$ cat src/rtl/assert_macros.svh
// Assertion macros shared by the touch report parser RTL.
// Included by each module that carries concurrent checks; no other dependencies.
`ifndef ASSERT_MACROS_SVH
`define ASSERT_MACROS_SVH
`ifndef SYNTHESIS
// implication property, clocked and disabled during reset
`define TRPP_ASSERT(name, clk, rst_n, prop) \
    name: assert property (@(posedge clk) disable iff (!rst_n) prop) \
        else $error("trpp assertion failed");
// condition that must never be true
`define TRPP_NEVER(name, clk, rst_n, expr) \
    name: assert property (@(posedge clk) disable iff (!rst_n) !(expr)) \
        else $error("trpp forbidden condition seen");
`else
`define TRPP_ASSERT(name, clk, rst_n, prop)
`define TRPP_NEVER(name, clk, rst_n, expr)
`endif
`endif

$ cat src/rtl/trpp_pkg.sv
// Package for the touch report point parser: report layout constants,
// result struct and the records-that-fit helper. No dependencies.
package trpp_pkg;

    localparam int OUTPUT_POINT_LIMIT = 10;
    localparam int RECORD_LIMIT       = 10;

    localparam int HDR_BYTES  = 7;
    localparam int REC_BYTES  = 10;
    localparam int BTN_BYTES  = 14;
    localparam int MAX_REPORT = HDR_BYTES + RECORD_LIMIT * REC_BYTES;

    localparam int POS_W = 7;
    localparam int IDX_W = 4;

    localparam logic [7:0]  ID_TOUCH   = 8'h01;
    localparam logic [7:0]  ID_BUTTON  = 8'h03;
    localparam logic [15:0] LEN_NONE   = 16'hFFFF;
    localparam logic [15:0] LEN_MIN    = 16'd3;

    // byte positions within the header
    localparam logic [POS_W-1:0] POS_LEN_LO = 7'd0;
    localparam logic [POS_W-1:0] POS_LEN_HI = 7'd1;
    localparam logic [POS_W-1:0] POS_ID     = 7'd2;
    localparam logic [POS_W-1:0] POS_COUNT  = 7'd5;

    // byte offsets within one record
    localparam logic [3:0] OFF_CLEAR    = 4'd0;
    localparam logic [3:0] OFF_META     = 4'd1;
    localparam logic [3:0] OFF_X_LO     = 4'd2;
    localparam logic [3:0] OFF_X_HI     = 4'd3;
    localparam logic [3:0] OFF_Y_LO     = 4'd4;
    localparam logic [3:0] OFF_Y_HI     = 4'd5;
    localparam logic [3:0] OFF_PRESSURE = 4'd6;
    localparam logic [3:0] OFF_LAST     = 4'(REC_BYTES - 1);

    // x/10 as (x*205)>>11, exact for x below 1024
    localparam int REC_RECIP = 205;
    localparam int REC_SHIFT = 11;

    typedef struct packed {
        logic               has_point;
        logic [IDX_W-1:0]   point_index;
        logic [4:0]         finger_id;
        logic signed [15:0] pos_x;
        logic signed [15:0] pos_y;
        logic [7:0]         pressure;
        logic               last_point;
    } t_result;

    // whole records that fit behind the header; len is at least HDR_BYTES
    function automatic logic [IDX_W-1:0] records_fit(input logic [POS_W-1:0] len);
        logic [POS_W-1:0]  body;
        logic [14:0]       prod;
        body = len - POS_W'(HDR_BYTES);
        prod = 15'(body) * 15'(REC_RECIP);
        return IDX_W'(prod >> REC_SHIFT);
    endfunction

endpackage

$ cat src/rtl/trpp_parser.sv
// Report parser state and per-byte decode for the touch report point parser.
// Depends on trpp_pkg and assert_macros.svh.
`include "assert_macros.svh"
module trpp_parser
    import trpp_pkg::*;
(
    input  logic        i_clk,
    input  logic        i_rst_n,
    input  logic        i_en,
    input  logic [7:0]  i_byte,
    input  logic        i_start,
    output logic        o_emit,
    output t_result     o_result
);

    logic             r_active, n_active;
    logic [POS_W-1:0] r_pos, n_pos;
    logic [7:0]       r_len_lo, n_len_lo;
    logic [POS_W-1:0] r_len, n_len;
    logic [IDX_W-1:0] r_npts, n_npts;
    logic [IDX_W-1:0] r_rec_idx, n_rec_idx;
    logic [3:0]       r_off, n_off;
    logic [7:0]       r_meta, n_meta;
    logic [15:0]      r_x, n_x;
    logic [15:0]      r_y, n_y;

    // start overrides the stored report context
    logic             act;
    logic [POS_W-1:0] pos;
    logic [POS_W-1:0] len;
    logic [IDX_W-1:0] rec_idx;
    logic [3:0]       off;
    logic [15:0]      full_len;
    logic [POS_W-1:0] clamp_len;
    logic [IDX_W-1:0] fit;
    logic [4:0]       cnt;
    logic             last;

    assign act      = i_start | r_active;
    assign pos      = i_start ? '0 : r_pos;
    assign len      = i_start ? '0 : r_len;
    assign rec_idx  = i_start ? '0 : r_rec_idx;
    assign off      = i_start ? '0 : r_off;
    assign full_len = {i_byte, r_len_lo};
    assign clamp_len = (full_len > 16'(MAX_REPORT)) ? POS_W'(MAX_REPORT)
                                                     : full_len[POS_W-1:0];
    assign fit      = records_fit(len);
    assign last     = (5'(rec_idx) + 5'd1) >= 5'(r_npts);

    always_comb begin
        cnt = i_byte[4:0];
        if (cnt > 5'(fit)) begin
            cnt = 5'(fit);
        end
        if (cnt > 5'(RECORD_LIMIT)) begin
            cnt = 5'(RECORD_LIMIT);
        end
        if (cnt > 5'(OUTPUT_POINT_LIMIT)) begin
            cnt = 5'(OUTPUT_POINT_LIMIT);
        end
    end

    always_comb begin
        n_active  = r_active;
        n_pos     = r_pos;
        n_len_lo  = r_len_lo;
        n_len     = r_len;
        n_npts    = r_npts;
        n_rec_idx = r_rec_idx;
        n_off     = r_off;
        n_meta    = r_meta;
        n_x       = r_x;
        n_y       = r_y;
        o_emit    = 1'b0;
        o_result  = '0;
        o_result.last_point = 1'b1;

        if (i_en && act) begin
            n_active  = 1'b1;
            n_pos     = pos + POS_W'(1);
            n_len     = len;
            n_rec_idx = rec_idx;
            n_off     = off;
            if (i_start) begin
                n_npts = '0;
            end
            if (pos > POS_ID && pos >= len) begin
                n_active = 1'b0;
            end else begin
                case (pos)
                    POS_LEN_LO: n_len_lo = i_byte;
                    POS_LEN_HI: begin
                        n_len = clamp_len;
                        if (full_len == '0 || full_len == LEN_NONE
                            || 16'(clamp_len) < LEN_MIN) begin
                            o_emit   = 1'b1;
                            n_active = 1'b0;
                        end
                    end
                    POS_ID: begin
                        if ((i_byte == ID_BUTTON && len == POS_W'(BTN_BYTES))
                            || i_byte != ID_TOUCH || len < POS_W'(HDR_BYTES)) begin
                            o_emit   = 1'b1;
                            n_active = 1'b0;
                        end
                    end
                    POS_COUNT: begin
                        n_npts    = IDX_W'(cnt);
                        n_rec_idx = '0;
                        if (cnt == '0) begin
                            o_emit   = 1'b1;
                            n_active = 1'b0;
                        end
                    end
                    default: begin
                        if (pos >= POS_W'(HDR_BYTES)) begin
                            n_off = (off == OFF_LAST) ? '0 : off + 4'd1;
                            case (off)
                                OFF_CLEAR: begin
                                    n_meta = '0;
                                    n_x    = '0;
                                    n_y    = '0;
                                end
                                OFF_META:  n_meta      = i_byte;
                                OFF_X_LO:  n_x[7:0]    = i_byte;
                                OFF_X_HI:  n_x[15:8]   = i_byte;
                                OFF_Y_LO:  n_y[7:0]    = i_byte;
                                OFF_Y_HI:  n_y[15:8]   = i_byte;
                                OFF_PRESSURE: begin
                                    o_emit               = 1'b1;
                                    o_result.has_point   = 1'b1;
                                    o_result.point_index = rec_idx;
                                    o_result.finger_id   = r_meta[7:3];
                                    o_result.pos_x       = r_x;
                                    o_result.pos_y       = r_y;
                                    o_result.pressure    = i_byte;
                                    o_result.last_point  = last;
                                    n_rec_idx = rec_idx + IDX_W'(1);
                                    if (last) begin
                                        n_active = 1'b0;
                                    end
                                end
                                default: ;
                            endcase
                        end
                    end
                endcase
            end
        end
    end

    always_ff @(posedge i_clk) begin
        if (!i_rst_n) begin
            r_active  <= 1'b0;
            r_pos     <= '0;
            r_len     <= '0;
            r_npts    <= '0;
            r_rec_idx <= '0;
            r_off     <= '0;
        end else begin
            r_active  <= n_active;
            r_pos     <= n_pos;
            r_len     <= n_len;
            r_npts    <= n_npts;
            r_rec_idx <= n_rec_idx;
            r_off     <= n_off;
        end
    end

    always_ff @(posedge i_clk) begin
        r_len_lo <= n_len_lo;
        r_meta   <= n_meta;
        r_x      <= n_x;
        r_y      <= n_y;
    end

    `TRPP_ASSERT(a_pos_bounded, i_clk, i_rst_n, r_active |-> r_pos <= POS_W'(MAX_REPORT))
    `TRPP_ASSERT(a_npts_limit, i_clk, i_rst_n, 1'b1 |-> r_npts <= IDX_W'(OUTPUT_POINT_LIMIT))
    `TRPP_ASSERT(a_point_in_range, i_clk, i_rst_n,
        (o_emit && o_result.has_point) |-> o_result.point_index < r_npts)
    `TRPP_ASSERT(a_emit_ends_empty, i_clk, i_rst_n,
        (o_emit && !o_result.has_point) |=> !r_active)

endmodule

$ cat src/rtl/trpp_out_reg.sv
// Result holding register for the touch report point parser output channel.
// Depends on trpp_pkg and assert_macros.svh.
`include "assert_macros.svh"
module trpp_out_reg
    import trpp_pkg::*;
(
    input  logic    i_clk,
    input  logic    i_rst_n,
    input  logic    i_load,
    input  t_result i_result,
    input  logic    i_stall,
    output logic    o_free,
    output logic    o_valid,
    output t_result o_result
);

    logic    r_valid, n_valid;
    t_result r_result;

    // free when empty or when the held item leaves this cycle
    assign o_free  = !r_valid || !i_stall;
    assign n_valid = i_load || (r_valid && i_stall);

    always_ff @(posedge i_clk) begin
        if (!i_rst_n) begin
            r_valid <= 1'b0;
        end else begin
            r_valid <= n_valid;
        end
    end

    always_ff @(posedge i_clk) begin
        if (i_load) begin
            r_result <= i_result;
        end
    end

    assign o_valid  = r_valid;
    assign o_result = r_result;

    `TRPP_NEVER(a_no_overwrite, i_clk, i_rst_n, i_load && r_valid && i_stall)
    `TRPP_ASSERT(a_held_under_stall, i_clk, i_rst_n,
        (r_valid && i_stall) |=> (r_valid && $stable(r_result)))
    `TRPP_ASSERT(a_load_shows, i_clk, i_rst_n, i_load |=> r_valid)

endmodule

$ cat src/rtl/touch_report_point_parser.sv
// Top level of the touch report point parser: input register, parser, output register.
// Depends on trpp_pkg, trpp_parser, trpp_out_reg and assert_macros.svh.
//
//  channel | direction | handshake                | payload
//  --------+-----------+--------------------------+-------------------------------------
//  in      | input     | i_in_valid / o_in_stall  | i_data_byte, i_report_start
//  out     | output    | o_out_valid / i_out_stall| o_has_point .. o_last_point
//
// One byte per cycle sustained unless a full output register stalls; o_out_valid is registered.
// The parser decodes a byte in a single pass from the input register into the
// output register. Synchronous active-low reset clears all control state.
// A stalled output holds its result; o_in_stall rises only when both the input
// and output registers are full and the output side stalls.
`include "assert_macros.svh"
module touch_report_point_parser
    import trpp_pkg::*;
(
    input  logic               i_clk,
    input  logic               i_rst_n,
    input  logic               i_in_valid,
    output logic               o_in_stall,
    input  logic [7:0]         i_data_byte,
    input  logic               i_report_start,
    output logic               o_out_valid,
    input  logic               i_out_stall,
    output logic               o_has_point,
    output logic [3:0]         o_point_index,
    output logic [4:0]         o_finger_id,
    output logic signed [15:0] o_pos_x,
    output logic signed [15:0] o_pos_y,
    output logic [7:0]         o_pressure,
    output logic               o_last_point
);

    logic       r_in_valid, n_in_valid;
    logic [7:0] r_byte;
    logic       r_start;
    logic       out_free;
    logic       advance;
    logic       in_take;
    logic       emit;
    t_result    result;
    t_result    out_result;

    assign advance    = r_in_valid && out_free;
    assign o_in_stall = r_in_valid && !out_free;
    assign in_take    = i_in_valid && !o_in_stall;
    assign n_in_valid = in_take || (r_in_valid && !advance);

    always_ff @(posedge i_clk) begin
        if (!i_rst_n) begin
            r_in_valid <= 1'b0;
        end else begin
            r_in_valid <= n_in_valid;
        end
    end

    always_ff @(posedge i_clk) begin
        if (in_take) begin
            r_byte  <= i_data_byte;
            r_start <= i_report_start;
        end
    end

    trpp_parser u_parser (
        .i_clk    (i_clk),
        .i_rst_n  (i_rst_n),
        .i_en     (advance),
        .i_byte   (r_byte),
        .i_start  (r_start),
        .o_emit   (emit),
        .o_result (result)
    );

    trpp_out_reg u_out (
        .i_clk    (i_clk),
        .i_rst_n  (i_rst_n),
        .i_load   (emit),
        .i_result (result),
        .i_stall  (i_out_stall),
        .o_free   (out_free),
        .o_valid  (o_out_valid),
        .o_result (out_result)
    );

    assign o_has_point   = out_result.has_point;
    assign o_point_index = out_result.point_index;
    assign o_finger_id   = out_result.finger_id;
    assign o_pos_x       = out_result.pos_x;
    assign o_pos_y       = out_result.pos_y;
    assign o_pressure    = out_result.pressure;
    assign o_last_point  = out_result.last_point;

    `TRPP_ASSERT(a_stall_cause, i_clk, i_rst_n,
        o_in_stall |-> (r_in_valid && o_out_valid && i_out_stall))
    `TRPP_ASSERT(a_emit_only_on_advance, i_clk, i_rst_n, emit |-> advance)
    `TRPP_ASSERT(a_item_kept, i_clk, i_rst_n,
        (r_in_valid && !advance) |=> (r_in_valid && $stable(r_byte)))

endmodule

$ cat config.mk
export PLATFORM = sky130hd
export DESIGN_NAME = touch_report_point_parser
export DESIGN_NICKNAME = d
export VERILOG_FILES = /design/src/rtl/trpp_pkg.sv /design/src/rtl/trpp_parser.sv /design/src/rtl/trpp_out_reg.sv /design/src/rtl/touch_report_point_parser.sv
export VERILOG_INCLUDE_DIRS = /design/src /design/src/rtl
export SDC_FILE = /design/constraint.sdc
export NUM_CORES = 1
export LEC_CHECK = 0
export BUFFER_PORTS_ARGS = -buffer_cell sky130_fd_sc_hd__buf_2
export CAP_MARGIN = 15
export CORE_MARGIN = 1.5
export CORE_UTILIZATION = 55
export DETAILED_ROUTE_END_ITERATION = 7
export GPL_TIMING_DRIVEN = 0
export PLACE_DENSITY = 0.75
export SYNTH_ARGS = -nofsm -noshare
export SYNTH_HDL_FRONTEND = slang
export SYNTH_HIERARCHICAL = 1
export SYNTH_SLANG_ARGS = --single-unit
$ cat constraint.sdc
create_clock -name i_clk -period 9.25 [get_ports i_clk]
set_input_delay 1.85 -clock i_clk [delete_from_list [all_inputs] [get_ports i_clk]]
set_output_delay 1.85 -clock i_clk [all_outputs]
set_load 0.01 [all_outputs]
==> results of run 1 <==
[layout make-up]
cell class	instances	area, sq um
timing repair buffer	66	345.3
multi-input combinational	470	3403
sequential	134	3734
clock buffer	17	425.4
tap	176	220.2
clock inverter	15	176.4
inverter	42	157.7
buffer	23	126.4
fill	1037	4602
[through the flow]
stage | power (W) | setup TNS [ns] | std cells
2_1_floorplan | 0.0007568 | 0 | 670
3_3_place_gp | 0.0007894 | -43.97 | 911
3_5_place_dp | 0.0007944 | 0 | 912
4_1_cts | 0.001472 | 0 | 944
5_1_grt | 0.001511 | 0 | 943
6_report | 0.001463 | 0 | 943
[cells by family after synthesis]
group | Yosys count | synth area share
AOI/OAI and AO/OA | 128 | 0.1248
xor gates and xnor gates | 13 | 0.01636
adders and majority gates | 61 | 0.1110
buffers and inverters | 66 | 0.03880
DFF | 134 | 0.5034
muxes | 4 | 0.005567
and+or+nand+nor | 264 | 0.2001
[where the power goes]
group	switching (W)	total, W	internal, W
Clock	0.000254	0.000679	0.000424
Sequential	0.0000110	0.000661	0.000650
Combinational	0.0000744	0.000124	0.0000495
[Yosys cell counts (4+ instances only)]
master and n:
nand2b_1 7, xor2_1 4, nand4_1 8, or2_2 4
ha_1 53, a211oi_1 5, and2_1 89, nor2_1 24
a21oi_1 31, clkbuf_1 15, nor4_1 6, nor2b_1 18
fa_1 8, xnor2_1 8, o22ai_1 5, nand2_1 49
o211ai_1 4, dfxtp_1 29, buf_2 4, or4_1 4
o21a_1 5, and3_1 10, nor3_1 8, nand3_1 18
inv_1 40, o21ai_0 28, a31oi_1 6, edfxtp_1 105
a21o_1 4
[state kept, by name (all words and copies together), names as in the netlist]
| signal | flops |
|---|---|
| r_start | 1 |
| u_parser/r_len_lo | 8 |
| r_in_valid | 1 |
| u_parser/r_len | 7 |
| u_parser/r_y | 16 |
| u_out/o_valid | 1 |
| u_parser/r_x | 16 |
| u_out/o_result | 51 |
| u_parser/r_off | 4 |
| u_parser/r_pos | 7 |
| r_byte | 8 |
| u_parser/r_rec_idx | 4 |
| u_parser/r_npts | 4 |
| u_parser/r_meta | 5 |
| u_parser/r_active | 1 |
[path summary, 6_finish.rpt]
kind | endpoint | slack (ns) | cells past startpoint
worst max-delay path | u_out/o_result[46] | 0.68 | 29
worst min-delay path | u_parser/r_rec_idx[1] | 0.49 | 2
worst max register to register | u_out/o_result[46] | 0.68 | 29
worst min register to register | u_parser/r_rec_idx[1] | 0.49 | 2
[worst max-delay path, delay by kind of cell (launching register included)]
family / cells / cell delay (ns)
AND/OR/NAND/NOR: 6 / 1.11
flip-flops: 1 / 0.39
XOR/XNOR: 1 / 0.26
AO/OA/AOI/OAI: 8 / 1.94
adder cells (fa/ha/maj): 7 / 2.54
buffers and inverters: 7 / 1.95
[layer usage]
metal,up-vias,global-route usage,wire length (um)
met1,2538,0.2749,6359
li1,2588,-,-
met5,-,0,0
met4,0,0.1137,370
met3,35,0.03640,847
met2,206,0.4035,7978
[cells in the final DEF, fill, tap and decap left out, drive strengths merged, types with 5 or more instances in the layout]
master and n:
a31oi 7, o22ai 5, nor2b 19, edfxtp 105
xnor2 9, nand3 18, nor4 6, fa 8
dfxtp 29, clkbuf 35, clkinv 8, buf 71
ha 53, o21ai 32, nand2 49, a21o 5
and3 10, nand2b 7, nand4 8, nor3 8
and2 89, a21oi 32, a211oi 8, o21a 5
nor2 26, inv 44
==> impl_results.md, run 1 <==
- Status: finished, final reports clean
- Antenna cells: 0
- Crit path top cell by count: ha_1
- Slowest cell on the critical path: fa_1
- Post-route ant nets: 0
- Routed Wire Length: 15560 um
- Arr. time, crit path: 8.66 ns
- Total number of vias: 5367
- Worst-Skew Late Latency: 0.41 ns
- Hold Fails Final Rpt: 0
- Worst clock skew: 0.006525 ns
- Avg Cell Area, Syn: 11.07 sq um
- Cts hold-fix bufs: 0
- Cells after synthesis: 670
- Static leakage: 3.107 nW
- Gr ovfl total: 0
- Biggest cell delay along the critical path: 0.51 ns
- First-pass GRT wire length: 25360 um
- Post-CTS sizing: 0
- Clk slew on worst S/H paths: 0.06 ns
- Post-layout min period: 8.567 ns
- Drt drc: 0
- Clock tree sinks: 134
- Nets: 828
- Chip width: 119.1 um
- Die Span Y: 119.1 um
- Setup ws final: 0.6830 ns
- Hold Startpoint: u_parser/r_rec_idx[1]
- Pwr per Cell Area: 170.4 nW/um^2
- WP data required: 9.35 ns
- Hpwl dp: 11420 um
- Number of global-route vias before repair: 5190
- Share of cells above drive strength 1: 0.1760
- Area Overhead vs Synth: 15.79%
- Yosys top cell area share: 0.4251
- Number of enable flip-flop cells after synthesis: 105
- Drt pass-1 iters: 7
- Area post-placement: 7984 sq um
- Number of port buffers: 65
- Syn. warnings: 6
- Synth Cell Area: 7417 sq um
- Mapped Nets: 744
- Initial antenna violation count: 0
- Hold Path Class: reg2reg
- Fin area: 8588 sq um
- Dpl ws: 0.04178 ns
- Worst Setup SP: r_start
- Synth area leader: edfxtp_1
- WHS: 0.4879 ns
- Ports: 66
- CTS root buf: clkbuf_16
- Post-synth ARST share: 0
- CTS buffer count: 17
- Max-slew headroom: 0.2510
- Final core occ: 0.6511
- Unrepaired setup endpoints after global routing: false
- Final count of pins violating max slew: 0
- Die ar.: 14190 sq um
- Initial Util: 0.5623
- H-Tree Level Count: 4
- CP Max Fanout: 49
- Fmax achieved: 116.7 MHz
- Post-synthesis cell type count: 76
- Pin count of the biggest net entering global routing: 50
- Worst-case vdd ir drop: 0.09237 mV
- GRT Total Usage: 0.2300
- Vias per Instance: 5.691
- Synth area leaders: edfxtp_1, ha_1, dfxtp_1
- Row count: 42
- # Post-CTS Setup Buffers: 0
- Setup CP Type: reg2reg
- Core Area: 13190 sq um
- Post-synthesis sequential area ratio: 0.5034
- CP Capture Type: register
- RR Startpoint: r_start
- Clock buffer depth: 2
- Final period utilization: 0.9262
- Routability cong.: 0.9505
- First DRT Iteration DRCs: 523
- CTS tree: yes
- Final setup fails: 0
- Max-cap violation count: 0
- Slew @ Worst Pin: 1.121 ns
- Crit path launch type: register
- #FFs+latches synth: 134
- Routed len/inst: 16.50 um
- Top_reg_cell synth: edfxtp_1
(Power assumes the default switching activity.)
==> inputs of run 2 (changes only) <==
CORE_UTILIZATION = 40   (was 55)
PLACE_DENSITY = not set   (was 0.75)
SYNTH_HIERARCHICAL = not set   (was 1)
==> impl_results.md, run 2 <==
- Status: finished, final reports clean
- Synth Cell Area: 7310 sq um (-1.5%)
- DP Cell Count: 950 (+4.2%)
- Biggest cell delay along the critical path: 0.54 ns (+0.03 ns)
- Sink of the worst hold path: u_parser.r_npts[3]
- H-Tree Level Count: 4 (unchanged)
- Max-slew headroom: 0.2885 (+0.03748)
- Die Span Y: 138.2 um (+16%)
- Initial Util: 0.4069 (-0.1554)
- Pin count of the biggest net entering global routing: 40 (-20%)
- Static leakage: 3.489 nW (+12%)
- Nets: 812 (-1.9%)
- Final setup TNS: 0 ns (unchanged)
- Routed len/inst: 16.42 um (-0.44%)
- Crit path max-delay family: compound AO/OA/AOI/OAI gates
- Drt pass-1 iters: 5 (-2)
- Worst Setup SP: r_start
- CP Capture Type: register
- RR Startpoint: r_start
- CTS buffer count: 17 (unchanged)
- Cells on worst reg2reg path: 32 (+10%)
- Post-route ant nets: 0 (unchanged)
- Yosys top cell area share: 0.4314 (+0.006258)
- Number of global-route vias before repair: 4997 (-3.7%)
- Clock buffer depth: 2 (unchanged)
- Syn. warnings: 0 (-6)
- Final core occ: 0.4755 (-0.1756)
- Hold Path Class: reg2reg
- Routability cong.: 0.8753 (-7.9%)
- Clock tree sinks: 134 (unchanged)
- First DRT Iteration DRCs: 392 (-25%)
- Post-synthesis cell type count: 76 (unchanged)
- First-pass GRT wire length: 26080 um (+2.9%)
- Die ar.: 19090 sq um (+35%)
- Reg-to-reg slack, setup: 0.74 ns (+0.05 ns)
- Total number of vias: 5225 (-2.6%)
- Area Overhead vs Synth: 16.86%
- CP Max Fanout: 39 (-20%)
- Slowest cell on the critical path: edfxtp_1
- Cells after synthesis: 656 (-2.1%)
- Number of port buffers: 64 (-1.5%)
- Number of enable flip-flop cells after synthesis: 105 (unchanged)
- Dpl ws: -0.02615 ns (-0.06793 ns)
- Hold Fails Final Rpt: 0 (unchanged)
- Post-synth ARST share: 0 (unchanged)
- WP data required: 9.36 ns (about the same)
- Synth area leader: edfxtp_1
- CTS tree: yes
- # Post-CTS Setup Buffers: 0 (unchanged)
- Core Area: 17960 sq um (+36%)
- Commonest non-fill, non-tap cells in the layout: edfxtp_1, and2_1, buf_2, ha_1, nor2_1
- Gr ovfl total: 0 (unchanged)
- Routed Wire Length: 16110 um (+3.6%)
- Final period utilization: 0.9204 (-0.005759)
- Arr. time, crit path: 8.62 ns (-0.04 ns)
- CTS root buf: clkbuf_16
- #FFs+latches synth: 134 (unchanged)
- Vias per Instance: 5.326 (-6.4%)
- GRT Total Usage: 0.1725 (-0.05747)
- Unrepaired setup endpoints after global routing: false
- Worst clock skew: 0.01211 ns (+0.005589 ns)
- Crit path launch type: register
- Hpwl dp: 11730 um (+2.7%)
- Critical R2R Capture: u_out.o_result[8]
- Setup CP Type: reg2reg
- Crit path top cell by count: inv_1
- Share of cells above drive strength 1: 0.1888 (+0.01282)
- Mapped Nets: 729 (-2.0%)
- Antenna cells: 0 (unchanged)
- Fillers: 1642 (+58%)
- Chip width: 138.2 um (+16%)
- Finished Layout Cells: 981 (+4.0%)
- Count leader, synth: edfxtp_1
- Worst-case vdd ir drop: 0.1216 mV (+32%)
- Initial antenna violation count: 0 (unchanged)
- Final setup fails: 0 (unchanged)
- Max reg flops: 51 (unchanged)
- Max-cap violation count: 0 (unchanged)
- Final count of pins violating max slew: 0 (unchanged)
- Post-layout min period: 8.514 ns (-0.05327 ns)
- Synth area leaders: edfxtp_1, ha_1, dfxtp_1
- Setup ws final: 0.7362 ns (+0.05327 ns)
- Pwr per Cell Area: 167.0 nW/um^2 (-2.0%)
- Drt drc: 0 (unchanged)
- Fmax achieved: 117.5 MHz (+0.63%)
- Worst-Skew Late Latency: 0.42 ns (about the same)
- Hold Startpoint: u_parser.r_npts[3]
- Avg Cell Area, Syn: 11.14 sq um (+0.65%)
- Row count: 49 (+17%)
- Slew @ Worst Pin: 1.065 ns (-0.05610 ns)
- Post-synthesis sequential area ratio: 0.5108 (+0.007410)
- Hold Path Stages: 2 (unchanged)
- Top_reg_cell synth: edfxtp_1
- WP buf/inv: 9 (+2)
- Clk slew on worst S/H paths: 0.06 ns (about the same)
- Commonest non-fill, non-tap cell in the layout: edfxtp_1
- List of most frequent post-synthesis cells: edfxtp_1, and2_1, ha_1
- Ports: 66 (unchanged)
[run 2: changes by cell type in the layout (fill, tap and decap cells not counted), moves of 4 or more]
cell	before	now
inv_8	0	4
nor2_1	24	47
nand2b_1	7	15
nor2b_1	18	11
o21ai_0	28	21
and2_2	0	6
clkbuf_2	1	5
and2_1	89	79
nand2_1	49	34
o211ai_1	4	0
o2bb2ai_1	2	7
a21oi_1	31	25
clkbuf_1	14	7
[run 2: through the flow]
step / cell area (sq um) / total power (W) / hold WS (ns)
floorplan: 7310 / 0.0007378 / 0.4319
global placement: 7916 / 0.0007663 / 0.4479
detailed placement: 7936 / 0.0007701 / 0.4525
CTS: 8523 / 0.001432 / 0.4611
global route: 8542 / 0.001468 / 0.5008
finish: 8542 / 0.001426 / 0.4590
[run 2: metal layers]
layer  GRT usage  share of wire
met1      0.2206           0.44
met2      0.2901           0.49
met3     0.02771          0.047
met4     0.07535          0.025
met5           0              0
[run 2: layout make-up]
class	instances	area (sq um)	area share
buffer	20	113.9	0.01333
clock buffer	17	425.4	0.04980
clock inverter	15	158.9	0.01860
inverter	45	168.9	0.01977
multi-input combinational	456	3314	0.3880
sequential	134	3734	0.4371
tap	229	286.5	0.03354
timing repair buffer	65	340.3	0.03984
[run 2: how the worst max path moves through the flow]
stage                               endpoint  cells after the start
after CTS                 u_out.o_result[40]                     30
after detailed placement  u_out.o_result[35]                     33
after floorplan            u_out.o_result[0]                     32
final                      u_out.o_result[8]                     32
after global routing       u_out.o_result[8]                     32
after global placement    u_out.o_result[35]                     32
[run 2: worst register-to-register path, delay by kind of cell (launching register included)]
kind            cells  cell delay [ns]
compound gates      7             2.10
fa+ha+maj           6             1.99
simple gates        7             1.41
buf+inv             9             1.28
xor+xnor            2             0.59
flops               1             0.54
mux                 1             0.26
[run 2: where the power goes]
| group | switching, W | internal (W) | leakage (nW) |
|---|---|---|---|
| Clock | 0.000286 | 0.000382 | 0.280 |
| Combinational | 0.0000604 | 0.0000393 | 1.85 |
| Sequential | 0.0000107 | 0.000648 | 1.36 |
[run 2: cells by family after synthesis]
kind of cell	share of synthesized area
xor+xnor	0.01438
compound gates	0.1190
fa+ha+maj	0.1109
buf+inv	0.03902
flops	0.5108
mux	0.005991
simple gates	0.1999
[run 2: what timing repair did]
item	4_1_cts	5_1_grt
gates resized for setup	1	5
setup endpoints to repair	39	51
hold endpoints to repair	0	0
hold buffers	0	0
